$ cat src/hdl/dasws_pkg.sv
// Shared types, codes and constants for the DAC/ADC variable-write serializer.
// No dependencies; imported by every module of the block.
package dasws_pkg;

    localparam int DAC_CHANNELS_DEF = 8;
    localparam int CODE_BITS_DEF    = 16;

    localparam int IDX_W   = 6;
    localparam int UV_W    = 24;
    localparam int MAG_W   = UV_W - 1;
    localparam int FRAME_W = 24;
    localparam int CODE_W  = 16;
    localparam int CNT_W   = 5;

    // variable indices
    localparam logic [IDX_W-1:0] IDX_ADC0     = 6'd0;
    localparam logic [IDX_W-1:0] IDX_ADC1     = 6'd1;
    localparam logic [IDX_W-1:0] IDX_DAC_BASE = 6'd8;
    localparam logic [IDX_W-1:0] IDX_POLARITY = 6'd33;

    // frame contents
    localparam logic [3:0] DAC_CMD       = 4'h3;
    localparam logic [3:0] ADC_MODE_ADDR = 4'h1;
    localparam logic [7:0] ADC_DATA0     = 8'h02;
    localparam logic [7:0] ADC_DATA1     = 8'h08;

    // bit counts loaded into the shifter
    localparam logic [CNT_W-1:0] CNT_ADC     = 5'd16;
    localparam logic [CNT_W-1:0] CNT_DAC     = 5'd24;
    localparam logic [CNT_W-1:0] CNT_POL     = 5'd1;
    // bits left when the first ADC frame ends (after its 8th bit)
    localparam logic [CNT_W-1:0] CNT_ADC_MID = 5'd9;

    // voltage scaling: code = round(2*FS*uV / 5e6)
    localparam logic [MAG_W-1:0] SCALE_DIV  = 23'd5000000;
    localparam logic [MAG_W-1:0] SCALE_HALF = 23'd2500000;

    typedef enum logic [1:0] {
        KIND_DAC = 2'd0,
        KIND_ADC = 2'd1,
        KIND_POL = 2'd2
    } t_kind;

    typedef struct packed {
        t_kind              kind;
        logic [FRAME_W-1:0] frame;   // left-justified, msb goes first
        logic [CNT_W-1:0]   count;
    } t_load;

    // DAC channel to chip address
    function automatic logic [3:0] chan_addr(input logic [2:0] ch);
        logic [3:0] a;
        unique case (ch)
            3'd0: a = 4'd4;
            3'd1: a = 4'd5;
            3'd2: a = 4'd2;
            3'd3: a = 4'd3;
            3'd4: a = 4'd1;
            3'd5: a = 4'd0;
            3'd6: a = 4'd7;
            3'd7: a = 4'd6;
            default: a = 4'd0;
        endcase
        return a;
    endfunction

endpackage

$ cat src/hdl/dasws_code.sv
// Voltage-to-code unit: bit-serial restoring division by 5e6 with rounding
// and saturation. Depends on dasws_pkg.
module dasws_code #(
    parameter int CODE_BITS = dasws_pkg::CODE_BITS_DEF
) (
    input  logic                          i_clk,
    input  logic                          i_rst_n,
    input  logic                          i_start,
    input  logic [dasws_pkg::MAG_W-1:0]   i_uv,
    output logic                          o_done,
    output logic [dasws_pkg::CODE_W-1:0]  o_code
);
    import dasws_pkg::*;

    localparam int XW = CODE_BITS + UV_W;      // 2*FS*uV fits here
    localparam int CW = $clog2(XW + 1);

    logic [XW-1:0]        r_num;
    logic [MAG_W-1:0]     r_rem;
    logic [CODE_BITS-1:0] r_q;
    logic                 r_ovf;
    logic [CW-1:0]        r_cnt;
    logic                 r_busy;
    logic                 r_fin;

    logic [XW-1:0]        num_init;
    logic [MAG_W:0]       trial;
    logic [MAG_W:0]       trial_sub;
    logic                 ge;
    logic                 rnd;
    logic [CODE_BITS:0]   sum;
    logic [CODE_BITS-1:0] code_c;

    // 2*FS*uV = (uV << (C+1)) - (uV << 1)
    assign num_init  = (XW'(i_uv) << (CODE_BITS + 1)) - (XW'(i_uv) << 1);

    assign trial     = {r_rem, r_num[XW-1]};
    assign ge        = trial >= {1'b0, SCALE_DIV};
    assign trial_sub = trial - {1'b0, SCALE_DIV};

    // round half up, then clamp to full scale
    assign rnd    = r_rem >= SCALE_HALF;
    assign sum    = {1'b0, r_q} + (CODE_BITS + 1)'(rnd);
    assign code_c = (r_ovf || sum[CODE_BITS]) ? {CODE_BITS{1'b1}} : sum[CODE_BITS-1:0];

    assign o_code = CODE_W'(code_c) << (CODE_W - CODE_BITS);
    assign o_done = r_fin;

    always_ff @(posedge i_clk) begin
        if (!i_rst_n) begin
            r_busy <= 1'b0;
            r_fin  <= 1'b0;
            r_cnt  <= '0;
        end else begin
            r_fin <= r_busy && (r_cnt == CW'(1));
            if (i_start) begin
                r_num  <= num_init;
                r_rem  <= '0;
                r_q    <= '0;
                r_ovf  <= 1'b0;
                r_cnt  <= CW'(XW);
                r_busy <= 1'b1;
            end else if (r_busy) begin
                r_rem  <= ge ? trial_sub[MAG_W-1:0] : trial[MAG_W-1:0];
                r_num  <= r_num << 1;
                r_ovf  <= r_ovf | r_q[CODE_BITS-1];
                r_q    <= (r_q << 1) | CODE_BITS'(ge);
                r_cnt  <= r_cnt - CW'(1);
                if (r_cnt == CW'(1)) begin
                    r_busy <= 1'b0;
                end
            end
        end
    end

endmodule

$ cat src/hdl/dasws_shift.sv
// Frame shifter and output stage: one serial bit per accepted result item.
// Depends on dasws_pkg.
module dasws_shift (
    input  logic              i_clk,
    input  logic              i_rst_n,
    input  logic              i_load,
    input  dasws_pkg::t_load  i_cmd,
    input  logic              i_ready,
    output logic              o_valid,
    output logic [1:0]        o_kind,
    output logic              o_data_bit,
    output logic              o_frame_end,
    output logic              o_last
);
    import dasws_pkg::*;

    logic [FRAME_W-1:0] r_frame;
    logic [CNT_W-1:0]   r_count;
    t_kind              r_kind;

    assign o_valid     = r_count != '0;
    assign o_kind      = r_kind;
    assign o_data_bit  = r_frame[FRAME_W-1];
    assign o_last      = r_count == CNT_W'(1);
    assign o_frame_end = (r_kind != KIND_POL) &&
                         ((r_count == CNT_W'(1)) ||
                          (r_kind == KIND_ADC && r_count == CNT_ADC_MID));

    always_ff @(posedge i_clk) begin
        if (!i_rst_n) begin
            r_count <= '0;
            r_kind  <= KIND_DAC;
        end else if (i_load) begin
            r_frame <= i_cmd.frame;
            r_count <= i_cmd.count;
            r_kind  <= i_cmd.kind;
        end else if (o_valid && i_ready) begin
            r_frame <= r_frame << 1;
            r_count <= r_count - CNT_W'(1);
        end
    end

endmodule

$ cat src/hdl/dac_adc_spi_write_serializer_unit.sv
// Top level of the DAC/ADC variable-write serializer: decode, polarity latch,
// sequencing. Depends on dasws_pkg, dasws_code and dasws_shift.
//
//  channel  handshake          fields
//  -------  -----------------  -------------------------------------------------
//  in       i_valid / o_ready  i_var_index, i_dac_microvolts, i_mode_bit
//  out      o_valid / i_ready  o_kind, o_data_bit, o_frame_end, o_polarity_pin,
//                              o_last
//
// One item at a time. ADC mode write: 16 result items, one per cycle while
// i_ready is high. Polarity write: one result item. DAC write: 24 result items,
// one per cycle while i_ready is high; a non-negative voltage first runs the
// bit-serial divider, whose rounded code then loads the frame. Other indices
// give no result, next item can follow in the next cycle.
// Reset is synchronous, active low, clears control state only; no clearing pass.
// A stalled output holds the current bit; o_ready is low until the last bit
// of the item has been taken.
module dac_adc_spi_write_serializer_unit #(
    parameter int DAC_CHANNELS = dasws_pkg::DAC_CHANNELS_DEF,
    parameter int CODE_BITS    = dasws_pkg::CODE_BITS_DEF
) (
    input  logic                         i_clk,
    input  logic                         i_rst_n,
    // input item
    input  logic                         i_valid,
    output logic                         o_ready,
    input  logic [dasws_pkg::IDX_W-1:0]  i_var_index,
    input  logic signed [dasws_pkg::UV_W-1:0] i_dac_microvolts,
    input  logic                         i_mode_bit,
    // result item
    output logic                         o_valid,
    input  logic                         i_ready,
    output logic [1:0]                   o_kind,
    output logic                         o_data_bit,
    output logic                         o_frame_end,
    output logic                         o_polarity_pin,
    output logic                         o_last
);
    import dasws_pkg::*;

    typedef enum logic [1:0] {
        ST_IDLE,
        ST_CALC,
        ST_SEND
    } t_state;

    t_state     r_state;
    logic       r_polarity;
    logic [3:0] r_addr;      // mapped DAC address, held while dividing

    logic              in_acc;
    logic              is_adc;
    logic              is_dac;
    logic              is_pol;
    logic              uv_neg;
    logic              div_start;
    logic              div_done;
    logic [CODE_W-1:0] div_code;
    logic              load_en;
    t_load             load_cmd;
    logic              sh_last;

    assign in_acc = i_valid && o_ready;
    assign is_adc = (i_var_index == IDX_ADC0) || (i_var_index == IDX_ADC1);
    assign is_dac = (i_var_index >= IDX_DAC_BASE) &&
                    ({1'b0, i_var_index} < (IDX_W + 1)'(DAC_CHANNELS + 8));
    assign is_pol = i_var_index == IDX_POLARITY;
    assign uv_neg = i_dac_microvolts[UV_W-1];

    // negative voltage needs no division: code is zero
    assign div_start = in_acc && is_dac && !uv_neg;

    always_comb begin
        load_en  = 1'b0;
        load_cmd = '{kind: KIND_DAC, frame: '0, count: '0};
        priority if (in_acc && is_adc) begin
            load_en  = 1'b1;
            load_cmd = '{kind:  KIND_ADC,
                         frame: {4'h0, ADC_MODE_ADDR,
                                 (i_var_index == IDX_ADC0) ? ADC_DATA0 : ADC_DATA1, 8'h00},
                         count: CNT_ADC};
        end else if (in_acc && is_dac && uv_neg) begin
            load_en  = 1'b1;
            load_cmd = '{kind:  KIND_DAC,
                         frame: {DAC_CMD, chan_addr(i_var_index[2:0]), {CODE_W{1'b0}}},
                         count: CNT_DAC};
        end else if (in_acc && is_pol) begin
            load_en  = 1'b1;
            load_cmd = '{kind: KIND_POL, frame: '0, count: CNT_POL};
        end else if (div_done) begin
            load_en  = 1'b1;
            load_cmd = '{kind: KIND_DAC, frame: {DAC_CMD, r_addr, div_code}, count: CNT_DAC};
        end
    end

    assign o_ready        = r_state == ST_IDLE;
    assign o_polarity_pin = r_polarity;

    always_ff @(posedge i_clk) begin
        if (!i_rst_n) begin
            r_state    <= ST_IDLE;
            r_polarity <= 1'b0;
        end else begin
            if (in_acc) begin
                r_addr <= chan_addr(i_var_index[2:0]);
                if (is_pol) begin
                    r_polarity <= i_mode_bit;
                end
            end
            unique case (r_state)
                ST_IDLE: begin
                    if (in_acc) begin
                        if (div_start) begin
                            r_state <= ST_CALC;
                        end else if (load_en) begin
                            r_state <= ST_SEND;
                        end
                    end
                end
                ST_CALC: begin
                    if (div_done) begin
                        r_state <= ST_SEND;
                    end
                end
                ST_SEND: begin
                    if (o_valid && i_ready && sh_last) begin
                        r_state <= ST_IDLE;
                    end
                end
                default: r_state <= ST_IDLE;
            endcase
        end
    end

    dasws_code #(
        .CODE_BITS (CODE_BITS)
    ) u_code (
        .i_clk   (i_clk),
        .i_rst_n (i_rst_n),
        .i_start (div_start),
        .i_uv    (i_dac_microvolts[MAG_W-1:0]),
        .o_done  (div_done),
        .o_code  (div_code)
    );

    dasws_shift u_shift (
        .i_clk       (i_clk),
        .i_rst_n     (i_rst_n),
        .i_load      (load_en),
        .i_cmd       (load_cmd),
        .i_ready     (i_ready),
        .o_valid     (o_valid),
        .o_kind      (o_kind),
        .o_data_bit  (o_data_bit),
        .o_frame_end (o_frame_end),
        .o_last      (sh_last)
    );

    assign o_last = sh_last;

endmodule

$ cat config.mk
export PLATFORM = sky130hd
export DESIGN_NAME = dac_adc_spi_write_serializer_unit
export DESIGN_NICKNAME = d
export VERILOG_FILES = /design/src/hdl/dasws_pkg.sv /design/src/hdl/dasws_code.sv /design/src/hdl/dasws_shift.sv /design/src/hdl/dac_adc_spi_write_serializer_unit.sv
export SDC_FILE = /design/constraint.sdc
export NUM_CORES = 1
export LEC_CHECK = 0
export ABC_AREA = 1
export BUFFER_PORTS_ARGS = -buffer_cell sky130_fd_sc_hd__buf_2
export CAP_MARGIN = 5
export CORE_UTILIZATION = 31
export CTS_BUF_LIST = sky130_fd_sc_hd__clkbuf_16
export CTS_CLUSTER_SIZE = 12
export DETAILED_ROUTE_END_ITERATION = 6
export GPL_TIMING_DRIVEN = 0
export PLACE_DENSITY_LB_ADDON = 0.2
export RECOVER_POWER = 100
export SYNTH_ARGS = -nofsm -noshare
export SYNTH_HDL_FRONTEND = slang
export SYNTH_SLANG_ARGS = --single-unit
$ cat constraint.sdc
create_clock -name i_clk -period 5.6 [get_ports i_clk]
set_input_delay 0.84 -clock i_clk [delete_from_list [all_inputs] [get_ports i_clk]]
set_output_delay 0.84 -clock i_clk [all_outputs]
set_load 0.05 [all_outputs]
# Word level (Yosys, flattened, before mapping)
# Memory sizes are Yosys's and may differ from the RTL's. A register that Yosys moved wholly into a read port is not among the register bits.
# Index checks and enable logic that the tools add are counted.
# W data, S select, Z words.
# classes
eq_ne	13
bitwise_logic	3
n_shift	0
n_addsub	5
multipliers	0
n_div	0
n_lt_le_gt_ge	4
reduce_logical	27
n_mux	31
# ops
op	count
$mux W31	3
$mux W40	2
$mux W24	2
$mux W23	2
$sub A40 B24 Y40	1
$mux W16	2
$mux W27	1
$ge A24 B23 Y1 const B	1
$ge A23 B22 Y1 const B	1
$sub A23 B23 Y23 const B	1
$add A16 B1 Y17	1
$or A16 B1 Y16	1
$eq A6 B1 Y1 const B	2
$logic_and A1 B1 Y1	12
$mux W6	2
$mux W2	5
$mux W5	2
$mux W1	8
$reduce_and A2 Y1	4
$eq A6 B6 Y1 const B	1
$ge A6 B4 Y1 const B	1
$logic_not A6 Y1	1
$lt A6 B5 Y1 const B	1
$pmux W2 S3	1
other kinds (19)	25
# word_totals
ramBits	0
input_bits	35
out_inout_bits	8
rom_bits	48
latchBits	0
n_memories	2
word_cells	99
register_bits	126
# mem_list
name	words	width	read_ports	rd_ports_with_merged_regs	write_ports	line_no	source
(no name shown)	8	3	1	1	0	dasws_pkg.sv:53	unique case (ch)
(no name shown)	8	3	1	0	0	dasws_pkg.sv:53	

# Depth between registers and ports, before layout
# depth
word_depth	10
ltp_mapped	22
depth_no_buf	21

# Cells and area by module
# Synthesis repeated with hierarchy kept, for this count alone.
# hier_totals
cells_unflattened	1181
hier_area_um2	8448.1
# by_module_without_submodules
module	cells_each	n_inst	seq_area_each_um2	area_each_um2
dasws_code	904	1	2532.4	6317.3
dasws_shift	172	1	860.8	1487.7
dac_adc_spi_write_serializer_unit	105	1	150.1	643.1

# Least setup slack after synthesis
# OpenSTA, ideal clock, no wires.
# synth_path
path_type	register to output
start	register u_shift.r_kind[0], in the netlist u_shift.o_kind[0]
end	output port o_frame_end
n_path_buf	0
path_slack_ns	1.498
arrival_time_ns	3.262
required_time_ns	4.760
stages_incl_launch_ff	3
cell_sequence	dfxtp_1 > o21ai_0 > a2111oi_0
# synth_via
elab_chain_len	4
elab_cells_between_ends	5
classes_between	eq/ne: 2; reduce/logical: 3
# synth_lines
item	line_no	source
start: declaration	dasws_shift.sv:19	t_kind r_kind;
start signal: assignment	dasws_shift.sv:36	r_kind <= i_cmd.kind;
$eq A2 B1 Y1	dasws_shift.sv:27	(r_kind == KIND_ADC && r_count == CNT_ADC_MID));
$logic_and A1 B1 Y1	dasws_shift.sv:27	
$logic_or A1 B1 Y1	dasws_shift.sv:26	((r_count == CNT_W'(1)) ||
$logic_and A1 B1 Y1 (*)	dasws_shift.sv:25	assign o_frame_end = (r_kind != KIND_POL) &&
end: declaration	dac_adc_spi_write_serializer_unit.sv:35	output logic o_frame_end,
# Mark *: on every way between the ends. The rest lies on a longest branch, timed or not.

# Final worst setup path
# layout_path
start	register r_state[1]
end	register u_code.r_num[3], enable pin
# layout_via
elab_chain_len	6
# layout_lines
item	line_no	source
start: declaration	dac_adc_spi_write_serializer_unit.sv:47	t_state r_state;
start signal: assignment	dac_adc_spi_write_serializer_unit.sv:101	r_state <= ST_IDLE;
start signal: assignment	dac_adc_spi_write_serializer_unit.sv:114	r_state <= ST_CALC;
start signal: assignment	dac_adc_spi_write_serializer_unit.sv:116	r_state <= ST_SEND;
$logic_not A2 Y1	dac_adc_spi_write_serializer_unit.sv:96	assign o_ready = r_state == ST_IDLE;
$logic_and A1 B1 Y1	dac_adc_spi_write_serializer_unit.sv:63	assign in_acc = i_valid && o_ready;
$logic_and A1 B1 Y1 (2 in series)	dac_adc_spi_write_serializer_unit.sv:71	assign div_start = in_acc && is_dac && !uv_neg;
$reduce_bool A2 Y1 (no source line)	-	
$reduce_and A2 Y1 (no source line)	-	
end signal: assignment	dasws_code.sv:57	r_num <= num_init;
end signal: assignment	dasws_code.sv:65	r_num <= r_num << 1;
end: declaration	dasws_code.sv:18	logic [XW-1:0] r_num;
# Every way passes these cells.
# A chain may end at the register's enable or synchronous reset.

==> reports/metrics.yaml <==
detailed_routing:
  wirelength_microns: 21300
  first_pass_iters: 7
  drtIter0Drc: 386
  num_vias: 7220
  drc: 18
  drt-wirelength-per-cell_microns: 14.1
  ant_nets: 0
  viasPerCell: 4.78
synthesis:
  syn_inst: 1104
  synth_area_sq_um: 8040
  yosys.area_share.simple_pct: 34.7
  synth_edf_count: 106
  synth_warnings: 0
  muxShareOfSynthArea_pct: 0
  synth_flop_cell: "edfxtp_1"
  ys_ff_latch: 124
  synth_common_cells: "nand2_1 (350), nor2_1 (151), inv_1 (144), edfxtp_1 (106), nand3_1 (81)"
  synthTopCellsByArea: "edfxtp_1 (40%), nand2_1 (16%), nor2_1 (7.1%)"
  synth_top_area_share_pct: 39.6
  yosys.area.top_type: "edfxtp_1"
  synth_top_family_by_area: "simple AND/OR/NAND/NOR gates"
  ys_seq_area_share_pct: 44.1
  yosysMostFrequentCell: "nand2_1"
  synth_cell_types: 41
  async_flop_share_pct: 0
  synth_fa_ha_area_share_pct: 2.65
  syn_nets: 1156
  synth_xor_area_share_pct: 2.94
  synth.avg_cell_area_sq_um: 7.28
  synth_compound_area_share_pct: 7.00
critical_path:
  critPathCaptureType: "register"
  critPathKind: "reg -> reg"
  crit_buf_inv: 3
  worstPathCellList: "nor2_1 -> nand2_1 -> nor2_1 -> nand2_1 -> inv_1 -> clkbuf_1 -> nand2_1 -> nand2_1 -> clkbuf_2"
  cp.required_ns: 5.61
  cp_max_fo: 67
  critPathArrivalTime_ns: 4.36
  startpoint_type: "register"
  slowest_delay_ns: 1.34
  crit_slowest_cell: "clkbuf_2"
  reg2reg_slack_ns: 1.25
  cp_top_family: "buffers and inverters"
  critPathMostFrequentCell: "nand2_1"
timing:
  rsz0062_at_grt: "false"
  fin_skew_ns: 0.00987
  hold_viol_final: 0
  worst_slack_ns: 1.25
  period_minus_slack_ns: 4.35
  min_period_over_period_pct: 77.7
  fmax_ghz: 0.230
  drv_slew: 68
  setup_violations: 0
  worst_slew_pin_slew_ns: 1.71
  finalSetupTns_ns: 0
  relSlewSlack_pct: -13.7
clocking:
  clk_path_buf_depth: 2
  clkSlewWorstSetupHoldPaths_ns: 0.06
  post_cts_resized: 0
  clock_sinks: 124
  cts_tree: "done"
  cts_htree_levels: 4
  numCtsBuffers: 17
  worstSkewPairLatency_ns: 0.42
  clockRootBuffer: "clkbuf_16"
  post-cts-setup-buffers: 0
  cts_hold_buf: 0
placement:
  port_buffers: 41
  dpl_worst_slack_ns: 1.94
  dp_hpwl_microns: 16000
  place_congestion: 0.984
grt:
  grt_max_degree: 68
  antenna_found_initial: 0
  first_global_vias: 7025
  grt_pass1_wl_microns: 35200
  grtUsageTotal_pct: 17.0
  grt_overflow: 0
floorplan:
  rows: 58
  io_pins: 43
  die_x_microns: 163
  die-area_sq_um: 26600
  start_util_pct: 31.7
  core_area_sq_um: 25300
  fp.dieH_microns: 163
power:
  irDropWorstVdd_v: 0.000169
  powerDensity_nw_per_um2: 279
  leakagePower_nw: 4.04
layout:
  antenna_cells: 0
  nFillCells: 2681
  final_layout_size_suffix_gt1_share_pct: 6.62
  fin_util_pct: 36.2
  area_growth_pct: 14.1
  nNetsFinal: 1218
flow_run:
  drv_cap: 1
run_status:
  status: "complete, but fails checks"
  violations: "design-rule violations, max-capacitance violations, max-slew violations"
hold_path:
  holdCritPathClass: "reg -> reg"
-- through the flow --
| step | power, mW | hold slack [ns] | instance area [sq um] | cells |
|---|---|---|---|---|
| floorplan | 1.39 | 0.453 | 8040 | 1104 |
| global placement | 1.50 | 0.470 | 8660 | 1475 |
| detailed placement | 1.51 | 0.477 | 8710 | 1477 |
| CTS | 2.60 | 0.485 | 9290 | 1509 |
| global route | 2.68 | 0.491 | 9170 | 1509 |
| finish | 2.56 | 0.483 | 9170 | 1509 |
-- worst register-to-register path, stage by stage (launching register included) --
cell and delay, ns:
dfxtp_1 0.34, nor2_1 0.17, nand2_1 0.14, nor2_1 0.13, nand2_1 0.31, inv_1 0.25
clkbuf_1 0.51, nand2_1 0.23, nand2_1 0.49, clkbuf_2 1.34
-- cell usage in the layout (no fill, tap or decap), types with 3 or more instances in the layout --
cell type  instances
o21ai_0           43
clkinv_1           3
nand4_1           33
ha_1              17
inv_2              5
clkinv_4           4
edfxtp_1         106
a21oi_1           41
xor2_1            24
dfxtp_1           18
nor4_1             3
nand3_1           81
inv_1            148
xnor2_1            3
nor3_1            15
nand3b_1           4
buf_2             30
clkbuf_1          34
nand2_1          356
nor2_1           154
clkbuf_16         17
o211ai_1           3
-- final timing paths --
| check | from | end | cells past startpoint |
|---|---|---|---|
| min reg2reg | u_code.r_cnt[1] | u_code.r_cnt[1] | 2 |
| max reg2reg | r_state[1] | u_code.r_num[3] | 9 |
| min | u_code.r_cnt[1] | u_code.r_cnt[1] | 2 |
| max | r_state[1] | u_code.r_num[3] | 9 |
-- final cells by class --
| type | instances | area (sq um) | area share [%] |
|---|---|---|---|
| well taps | 330 | 413 | 4.50 |
| clock buffers | 17 | 425 | 4.64 |
| clock inverters | 15 | 149 | 1.62 |
| flip-flops and latches | 124 | 3540 | 38.6 |
| multi-input cells | 804 | 3770 | 41.1 |
| repair buffers | 43 | 195 | 2.13 |
| plain buffers | 23 | 98.8 | 1.08 |
| inverters | 153 | 574 | 6.26 |
-- routing by layer --
layer | vias to the layer above | track usage, % | part of all wire (%)
li1 | 3725 | - | -
met1 | 3322 | 22.5 | 49
met2 | 142 | 26.8 | 44
met3 | 31 | 3.12 | 3.3
met4 | 0 | 7.52 | 2.9
met5 | - | 0 | 0
-- report_power, final --
group / internal [mW] / switching, mW / total [mW]
combinational: 0.106 / 0.268 / 0.374
clock: 0.653 / 0.434 / 1.09
sequential: 1.07 / 0.0316 / 1.10
total: 1.83 / 0.733 / 2.56
-- state kept, by name, summed over array words and instances (netlist names), 2 cells and up --
signal	count
u_code.r_num	39
u_code.r_rem	23
u_shift.r_count	5
r_state	2
u_shift.o_kind	2
u_code.r_q	16
u_shift.r_frame	24
r_addr	3
u_code.r_cnt	6
-- cells by family after synthesis --
| family | count (synthesis) |
|---|---|
| adder cells (fa/ha/maj) | 17 |
| AND/OR/NAND/NOR | 658 |
| XOR/XNOR | 27 |
| flip-flops | 124 |
| AO/OA/AOI/OAI | 102 |
| buffers and inverters | 176 |
(Power assumes the default switching activity.)
